===== config.mk =====
export PLATFORM = sky130hd
export DESIGN_NAME = lcmt_front
export DESIGN_NICKNAME = d
export VERILOG_FILES = /design/src/rtl/core/lcmt_pkg.sv /design/src/rtl/core/lcmt_front.sv
export SDC_FILE = /design/constraint.sdc
export NUM_CORES = 1
export LEC_CHECK = 0
export ABC_AREA = 1
export BUFFER_PORTS_ARGS = -buffer_cell sky130_fd_sc_hd__buf_2
export CAP_MARGIN = 0
export CORE_MARGIN = 1.5
export CORE_UTILIZATION = 30
export CTS_CLUSTER_SIZE = 8
export DETAILED_ROUTE_END_ITERATION = 6
export GPL_TIMING_DRIVEN = 0
export PLACE_DENSITY = 0.54
export SYNTH_ARGS = -nofsm -noshare
export SYNTH_HDL_FRONTEND = slang
export SYNTH_SLANG_ARGS = --single-unit

===== constraint.sdc =====
create_clock -name clock -period 21 [get_ports clock]
set_clock_uncertainty 0.05 [all_clocks]
set_input_delay 1.05 -clock clock [delete_from_list [all_inputs] [get_ports clock]]
set_output_delay 1.05 -clock clock [all_outputs]
set_load 0.02 [all_outputs]

===== src/rtl/core/lcmt_pkg.sv =====
// Shared types and constants of the Li Chao max line tree.
package lcmt_pkg;

   localparam int CW = 10;
   localparam int SW = 32;
   localparam int IW = 48;
   localparam int LW = 16;
   localparam int VW = 48;

   localparam logic ACT_INSERT = 1'b0;
   localparam logic ACT_QUERY  = 1'b1;

   typedef struct packed {
      logic                 action;
      logic signed [SW-1:0] slope;
      logic signed [IW-1:0] intercept;
      logic [CW-1:0]        range_low;
      logic [CW-1:0]        range_high;
      logic [CW-1:0]        point;
   } req_type;

   typedef struct packed {
      logic [VW-1:0] best_value;
      logic [LW-1:0] best_line;
   } rsp_type;

   typedef struct packed {
      logic                 is_query;
      logic [LW-1:0]        line_id;
      logic signed [SW-1:0] slope;
      logic signed [IW-1:0] intercept;
      logic [CW-1:0]        range_low;
      logic [CW-1:0]        range_high;
      logic [CW-1:0]        point;
   } job_type;

   typedef struct packed {
      logic signed [SW-1:0] slope;
      logic signed [IW-1:0] intercept;
      logic [LW-1:0]        line;
   } node_type;

   typedef struct packed {
      logic ready;
      logic clearing;
   } eng_status_type;

endpackage


===== src/rtl/core/lcmt_front.sv =====
// Front end: accepts transactions, numbers lines, queues jobs for the engine.
module lcmt_front #(
   parameter int MAX_LINES = 65535
) (
   input  logic                       clock,
   input  logic                       reset,
   input  logic                       start,
   output logic                       busy,
   input  lcmt_pkg::req_type          req_data,
   output logic                       job_valid,
   output lcmt_pkg::job_type          job,
   input  lcmt_pkg::eng_status_type   eng_status
);

   lcmt_pkg::job_type q_ff [2];
   logic              wr_ptr_ff, wr_ptr_in;
   logic              rd_ptr_ff, rd_ptr_in;
   logic [1:0]        count_ff, count_in;
   logic [lcmt_pkg::LW-1:0] line_count_ff, line_count_in;
   logic              accept, push, pop, full;
   lcmt_pkg::job_type new_job;

   assign full      = (count_ff == 2'd2);
   assign busy      = full | eng_status.clearing;
   assign accept    = start & ~busy;
   assign job_valid = (count_ff != 2'd0);
   assign job       = q_ff[rd_ptr_ff];
   assign pop       = job_valid & eng_status.ready;

   always_comb begin
      new_job.is_query   = (req_data.action == lcmt_pkg::ACT_QUERY);
      new_job.line_id    = line_count_ff + 1'b1;
      new_job.slope      = req_data.slope;
      new_job.intercept  = req_data.intercept;
      new_job.range_low  = req_data.range_low;
      new_job.range_high = req_data.range_high;
      new_job.point      = req_data.point;
      push = 1'b0;
      line_count_in = line_count_ff;
      if (accept) begin
         if (new_job.is_query) begin
            push = 1'b1;
         end else if (line_count_ff < lcmt_pkg::LW'(MAX_LINES)) begin
            push = 1'b1;
            line_count_in = line_count_ff + 1'b1;
         end
      end
      wr_ptr_in = push ? ~wr_ptr_ff : wr_ptr_ff;
      rd_ptr_in = pop ? ~rd_ptr_ff : rd_ptr_ff;
      count_in  = count_ff + {1'b0, push} - {1'b0, pop};
   end

   always_ff @(posedge clock) begin
      if (reset) begin
         wr_ptr_ff     <= 1'b0;
         rd_ptr_ff     <= 1'b0;
         count_ff      <= 2'd0;
         line_count_ff <= '0;
      end else begin
         wr_ptr_ff     <= wr_ptr_in;
         rd_ptr_ff     <= rd_ptr_in;
         count_ff      <= count_in;
         line_count_ff <= line_count_in;
      end
   end

   always_ff @(posedge clock) begin
      if (push) begin
         q_ff[wr_ptr_ff] <= new_job;
      end
   end

endmodule


# == Word-level counts from Yosys, hierarchy flattened ==
# Memory sizes are Yosys's and may differ from the RTL's. A register that Yosys moved wholly into a read port is not among the register bits.
# Cells that the tools add are included.
# classes
addsub,3
n_lt_le_gt_ge,1
eq_ne,1
muxes,7
n_bitwise,7
reduce_logical,2
# ops
operator,n
$add 16x1->16 const B,1
$lt 16x16->1 const B,1
$mux 1,7
$not 1->1,4
$reduce_and 3->1,1
$add 2x1->2,1
$and 1x1->1,2
$eq 2x2->1 const B,1
$reduce_bool 2->1,1
$sub 2x1->2,1
$or 1x1->1,1
# word_totals
register_bits,20
mem_bits_rw,254
elab_cells,26
n_memories,1
# mem_list
name,depth,width,read_ports,rd_clocked_by_memory_dff,write_ports,line_no,source
q_ff,2,127,1,1,1,lcmt_front.sv:15,lcmt_pkg::job_type q_ff [2];

# == Depth between registers and ports, before layout ==
# Gate-level depths: netlist of run 1.
# depth
ltp_word,7
depth_mapped,12
ltp_nobuf,12

# == Worst setup path after synthesis of run 1 ==
# No wires, ideal clock.
# synth_path
kind,input to register
from,input eng_status[0] (netlist name)
to,"memory q_ff[0][0] (netlist name), enable pin"
arrival_time_ns,6.854
path_slack_ns,13.482
path_stages,5
path_buffers,0
cell_sequence,inv_1 nand2_1 nor2_1 nand2_1 nor2_1
# synth_between
elab_chain_cells,6
# synth_lines
element,line_no,source
start: declaration,lcmt_front.sv:12,input lcmt_pkg::eng_status_type eng_status
$or 1x1->1,lcmt_front.sv:24,assign busy = full | eng_status.clearing;
via busy,lcmt_front.sv:8,"output logic busy,"
$not 1->1,lcmt_front.sv:25,assign accept = start & ~busy;
$and 1x1->1,lcmt_front.sv:25,
$mux 1,lcmt_front.sv:40,if (accept) begin
$mux 1,lcmt_front.sv:68,if (push) begin
$mux 1 (not written as such),lcmt_front.sv:69,q_ff[wr_ptr_ff] <= new_job;
end: declaration,lcmt_front.sv:15,
# The timed path passes the listed nets, and every way through them passes these cells.

==> out/metrics.cfg, run 1 <==
[synthesis]
netlist_instances=616
ys.flop_type=edfxtp_1
ys_top_cells_by_area=edfxtp_1 (73%), mux2_2 (14%), dfxtp_1 (4.0%)
synth_edf_count=254
synth_common_cells=edfxtp_1 (254), mux2_2 (127), nand2_1 (67)
yosys.area.top_type=edfxtp_1
yosys_warnings=0
synth.top_cell.area_share=0.7294
ys_seq_area_frac=0.7696
syn_avg_cell_area_um2=16.98
syn_nets=735
async_flop_share=0
netlist_area_um2=10460
yosys.cell_types.count=24
yosysMostFrequentCell=edfxtp_1
ys_ff_latch=275

[floorplan]
initial_core_util=0.3035
rows=68
core_area_um2=34460
boundaryPins=245
die_x_um=189.7
die_area_um2=35990
die_h_um=189.7

[critical_path]
required_ns=19.90
endpoint_kind=primary output
cp_slowest_cell=mux2_2
path_cells=buf_2 > buf_2 > buf_2 > mux2_2 > buf_2
crit_arrival_ns=2.37
path_common_cell=buf_2
startpoint_type=flip-flop
r2r-start=line_count_ff[1]
crit_path_max_fanout=10
worstSetupPathType=reg2out
critPathMaxStageDelay_ns=0.38

[sta]
hold_violations=0
slew_viol_final=0
fmax_mhz=288.4
finalWorstSetupSlack_ns=17.53
worstMarginPinSlew_ns=0.7438
slew_headroom=0.5030
rsz0062_at_grt=no
setup-tns-final_ns=0
setup_violations=0
timing.final.crit_period_ns=3.467
period_share=0.1651

[worst_hold_path]
worstHoldStart=rd_ptr_ff
min_path_type=reg2reg

[global_route]
grt_pass1_vias=6138
grt-ovfl-total=0
antenna_found_initial=2
grt_max_degree=68
grt_usage=0.1242
grt_pass1_wl_um=33970

[clock_tree]
clock_latency_ns=0.51
post-cts-setup-buffer-count=0
htree_levels=2
cts_buffers=40
cts_tree=yes
clock_sinks=275
cts_hold_buf=0
clk_path_buf_depth=3
ctsRootBufferMaster=clkbuf_16
cts_resized=0
clk_pin_slew_worst_paths_ns=0.05

[final_layout]
nets=1026
final_cell_area_um2=13470
fill_cells=3293
multi_input_area_um2=2187
regArea_um2=8048
final_cells=1379
area_growth_pct=28.80
layout-drive-gt1-share=0.4859

[power]
p_leak_uw=0.005104
p_per_area_nw_per_um2=115.6
p_total_uw=1557
clkPwrFrac=0.364
power_frac_comb=0.213
netSwitchingFraction=0.2738
p_switching_uw=426.1
seqPwrFrac=0.424
p_int_uw=1130
ir_drop_mv=0.07423

[route]
postRouteAntennaNets=0
wl_um=22650
drc=0
drt_iter0_drc=254
vias=5922
wl_per_cell_um=16.42
viasPerCell=4.294
firstDrtPassIters=4

[placement]
gp_congestion=0.7722
io_buffer_count=244
place_ws_ns=17.88
place_area_um2=12370
dp_hpwl_um=15170
dp.cells=1320

[flow_run]
maxCapViolations=0

[outcome]
status=finished, final reports clean

## power groups by stage
stage          Combinational (uW)  Clock [uW]  Sequential [uW]
4_1_cts                       341         587              660
3_3_place_gp                  332           0              681
5_1_grt                       358         613              663
3_5_place_dp                  340           0              670
6_report                      331         566              659
2_1_floorplan                 221           0              674
## final cells by class
| class | count | share of cell area |
|---|---|---|
| clock buffers | 54 | 0.07980 |
| repair buffers | 249 | 0.09865 |
| diodes | 2 | 0.0003716 |
| multi-input cells | 289 | 0.1624 |
| flip-flops and latches | 275 | 0.5975 |
| plain buffers | 17 | 0.007153 |
| well taps | 455 | 0.04227 |
| clock inverters | 3 | 0.001579 |
| inverters | 35 | 0.01031 |
## registers in the layout, indices dropped and copies added, names as in the netlist, named ones only
| register | flops |
|---|---|
| q_ff | 254 |
| line_count_ff | 16 |
| count_ff | 2 |
| rd_ptr_ff | 1 |
| wr_ptr_ff | 1 |
## per-layer routing
layer / global-route usage / up-vias / part of all wire
li1: - / 2843 / -
met1: 0.1403 / 2845 / 0.41
met2: 0.2230 / 189 / 0.50
met3: 0.03671 / 45 / 0.065
met4: 0.04182 / 0 / 0.027
met5: 0 / - / 0
## critical path: cells and delay by family, from the launching register on
family / cells / cell delay [ns]
buf+inv: 4 / 1.16
flops: 1 / 0.30
mux: 1 / 0.38
## worst paths after layout
| kind | endpoint | slack [ns] | cells past startpoint |
|---|---|---|---|
| min | flip-flop | 0.39 | 1 |
| max | job[121] | 17.53 | 5 |
| min reg2reg | flip-flop | 0.39 | 1 |
| max reg2reg | q_ff[1][61] | 18.52 | 7 |
## layout by cell type (no fill, tap or decap), types with 2 or more instances in the layout
cell type  instances
buf_2            258
nand2_1           67
inv_1             30
buf_6              2
nand4_1            2
nand2_2            3
dfxtp_1           21
o21bai_1           5
a21oi_1            4
mux2_2           127
ha_1               3
nand3_1           14
inv_6              3
clkbuf_1          14
nor2_4             3
o21ai_0            5
buf_12             4
clkbuf_16         41
nor2_1            49
xnor2_1            3
edfxtp_1         254
diode_2            2
inv_2              3
## cell families after synthesis
family / share of synthesized area
xor+xnor: 0.003351
fa+ha+maj: 0.003590
simple gates: 0.05635
compound gates: 0.008375
buf+inv: 0.02201
mux: 0.1368
flops: 0.7696
## stage by stage
stage	hold WS, ns	util
final	0.3930	0.3909
after CTS	0.3781	0.3907
after floorplan	0.3756	-
after global placement	0.3876	0.3554
after global routing	0.4258	0.3908
after detailed placement	0.3908	0.3589
Power figures use the tool's default switching activity.
==> run 2, diff against run 1 <==
clock period = 3.5 ns   (was 21 ns; I/O delays follow)
==> run 2 against run 1 <==
Effect of this change: final cell count increased by 8.3%; worst hold slack got worse by 0.27 ns; die area unchanged; flip-flop and latch count unchanged; combinational power increased to 6.4 times the previous value; non-clock buffer count increased by 116.
==> out/metrics.cfg, run 2 (same netlist as run 1, synthesis figures left out) <==
[clock_tree]
clock_sinks=275  ; unchanged
clk_pin_slew_worst_paths_ns=0.05  ; about the same
cts_hold_buf=113  ; +113
ctsRootBufferMaster=clkbuf_16
clk_path_buf_depth=3  ; unchanged
htree_levels=2  ; unchanged
clock_latency_ns=0.52  ; about the same
cts_tree=yes
post-cts-setup-buffer-count=0  ; unchanged
cts_resized=0  ; unchanged
cts_buffers=40  ; unchanged

[sta]
period_share=0.7889
timing.final.crit_period_ns=2.761
finalWorstSetupSlack_ns=0.7389  ; -16.79 ns
setup_violations=0  ; unchanged
slew_viol_final=0  ; unchanged
rsz0062_at_grt=no
slew_headroom=0.4227  ; -0.08025
holdWs_ns=0.1254  ; -0.2676 ns
worstMarginPinSlew_ns=0.8639  ; +0.1201 ns
fmax_mhz=362.2
hold_violations=0  ; unchanged

[route]
firstDrtPassIters=4  ; unchanged
drt_iter0_drc=363  ; +43%
postRouteAntennaNets=0  ; unchanged
vias=6383  ; +7.8%
drc=0  ; unchanged
viasPerCell=4.272  ; -0.51%
wl_per_cell_um=15.64  ; -4.8%
wl_um=23370  ; +3.2%

[floorplan]
die_x_um=189.7  ; unchanged
rows=68  ; unchanged
core_area_um2=34460  ; unchanged
boundaryPins=245  ; unchanged
die_area_um2=35990  ; unchanged
die_h_um=189.7  ; unchanged
initial_core_util=0.3035  ; unchanged

[global_route]
use_met1=0.1571  ; +0.01677
use_met3=0.03579  ; -0.0009223
grt_pass1_wl_um=35720  ; +5.2%
grt_usage=0.1281  ; +0.003896
grt_pass1_vias=6654  ; +8.4%
grt-ovfl-total=0  ; unchanged
grt-busiest-layer=met2
grt_max_degree=31  ; -54%
antenna_found_initial=0  ; -2
met2_usage=0.2157  ; -0.007326

[outcome]
status=finished, final reports clean

[final_layout]
top_regs=q_ff: 254 flops, line_count_ff: 16 flops, count_ff: 2 flops
layout-drive-gt1-share=0.4350  ; -0.05087
layout_commonest_cell=buf_2
final_core_util=0.4264  ; +0.03548
area_growth_pct=40.49
layout_common_cells=buf_2 (258), edfxtp_1 (254), mux2_2 (127)
multi_input_area_um2=2187  ; unchanged
n_antenna_cell=0  ; -2
largest-register=q_ff
largest_reg_flops=254  ; unchanged
fill_cells=3178  ; -3.5%
regArea_um2=8048  ; unchanged
nets=1142  ; +11%

[power]
ir_drop_mv=0.3208  ; +330%
p_leak_uw=0.005612  ; +9.9%
p_total_uw=9531  ; +510%
p_per_area_nw_per_um2=648.8  ; +460%

[placement]
place_ws_ns=0.6578  ; -17.22 ns
io_buffer_count=244  ; unchanged
gp_congestion=0.7762  ; +0.52%
dp_hpwl_um=15450  ; +1.9%

[critical_path]
crit_path_max_fanout=29  ; +19
startpoint_type=flip-flop
required_ns=3.70  ; -16.20 ns
endpoint_kind=flip-flop
worstSetupPathType=reg2reg
crit_arrival_ns=2.96  ; +0.59 ns

[worst_hold_path]
min_path_type=in2reg

[flow_run]
maxCapViolations=0  ; unchanged

-- run 2: changes by cell type in the layout (fill, tap and decap cells not counted), moves of 2 or more --
cell           previous run  this run
inv_6                     3         0
diode_2                   2         0
buf_12                    4         7
dlygate4sd3_1             0       113
-- run 2: where the power goes --
| group | internal [uW] | total (uW) | switching [uW] |
|---|---|---|---|
| logic | 877 | 2120 | 1240 |
| registers | 3890 | 3960 | 66.3 |
| clock network | 2170 | 3460 | 1280 |
-- run 2: routing by layer --
metal	wire length, um	part of all wire
met1	9985	0.43
met2	11260	0.48
met3	1544	0.066
met4	577	0.025
met5	0	0
-- run 2: worst paths after layout --
path	end	cells past startpoint	slack (ns)	startpoint
worst max-delay path	q_ff[1][20]	8	0.74	line_count_ff[1]
worst min-delay path	line_count_ff[7]	6	0.13	start
worst max register to register	q_ff[1][20]	8	0.74	line_count_ff[1]
worst min register to register	flip-flop	1	0.41	rd_ptr_ff
-- run 2: layout make-up --
type                       count  share of cell area
sequential                   275              0.5478
clock inverter                 2            0.001363
inverter                      35            0.009368
multi-input combinational    289              0.1489
buffer                        17            0.006558
tap                          455             0.03875
timing repair buffer         365              0.1715
clock buffer                  56             0.07580
-- run 2: worst max-delay path, cell delays in order, from the launching register on --
cell and delay, ns:
dfxtp_1 0.37, ha_1 0.22, nand3_2 0.18, nor2_4 0.19, nand3_1 0.13, nand3_1 0.16, clkinvlp_4 0.58, buf_12 0.41
buf_12 0.19
-- run 2: through the flow --
step	setup TNS (ns)	cells	instance area, um2
detailed placement	0	1323	12430
global route	0	1494	14690
global placement	-357.49	1315	12260
floorplan	0	616	10470
finish	0	1494	14690
CTS	0	1494	14690
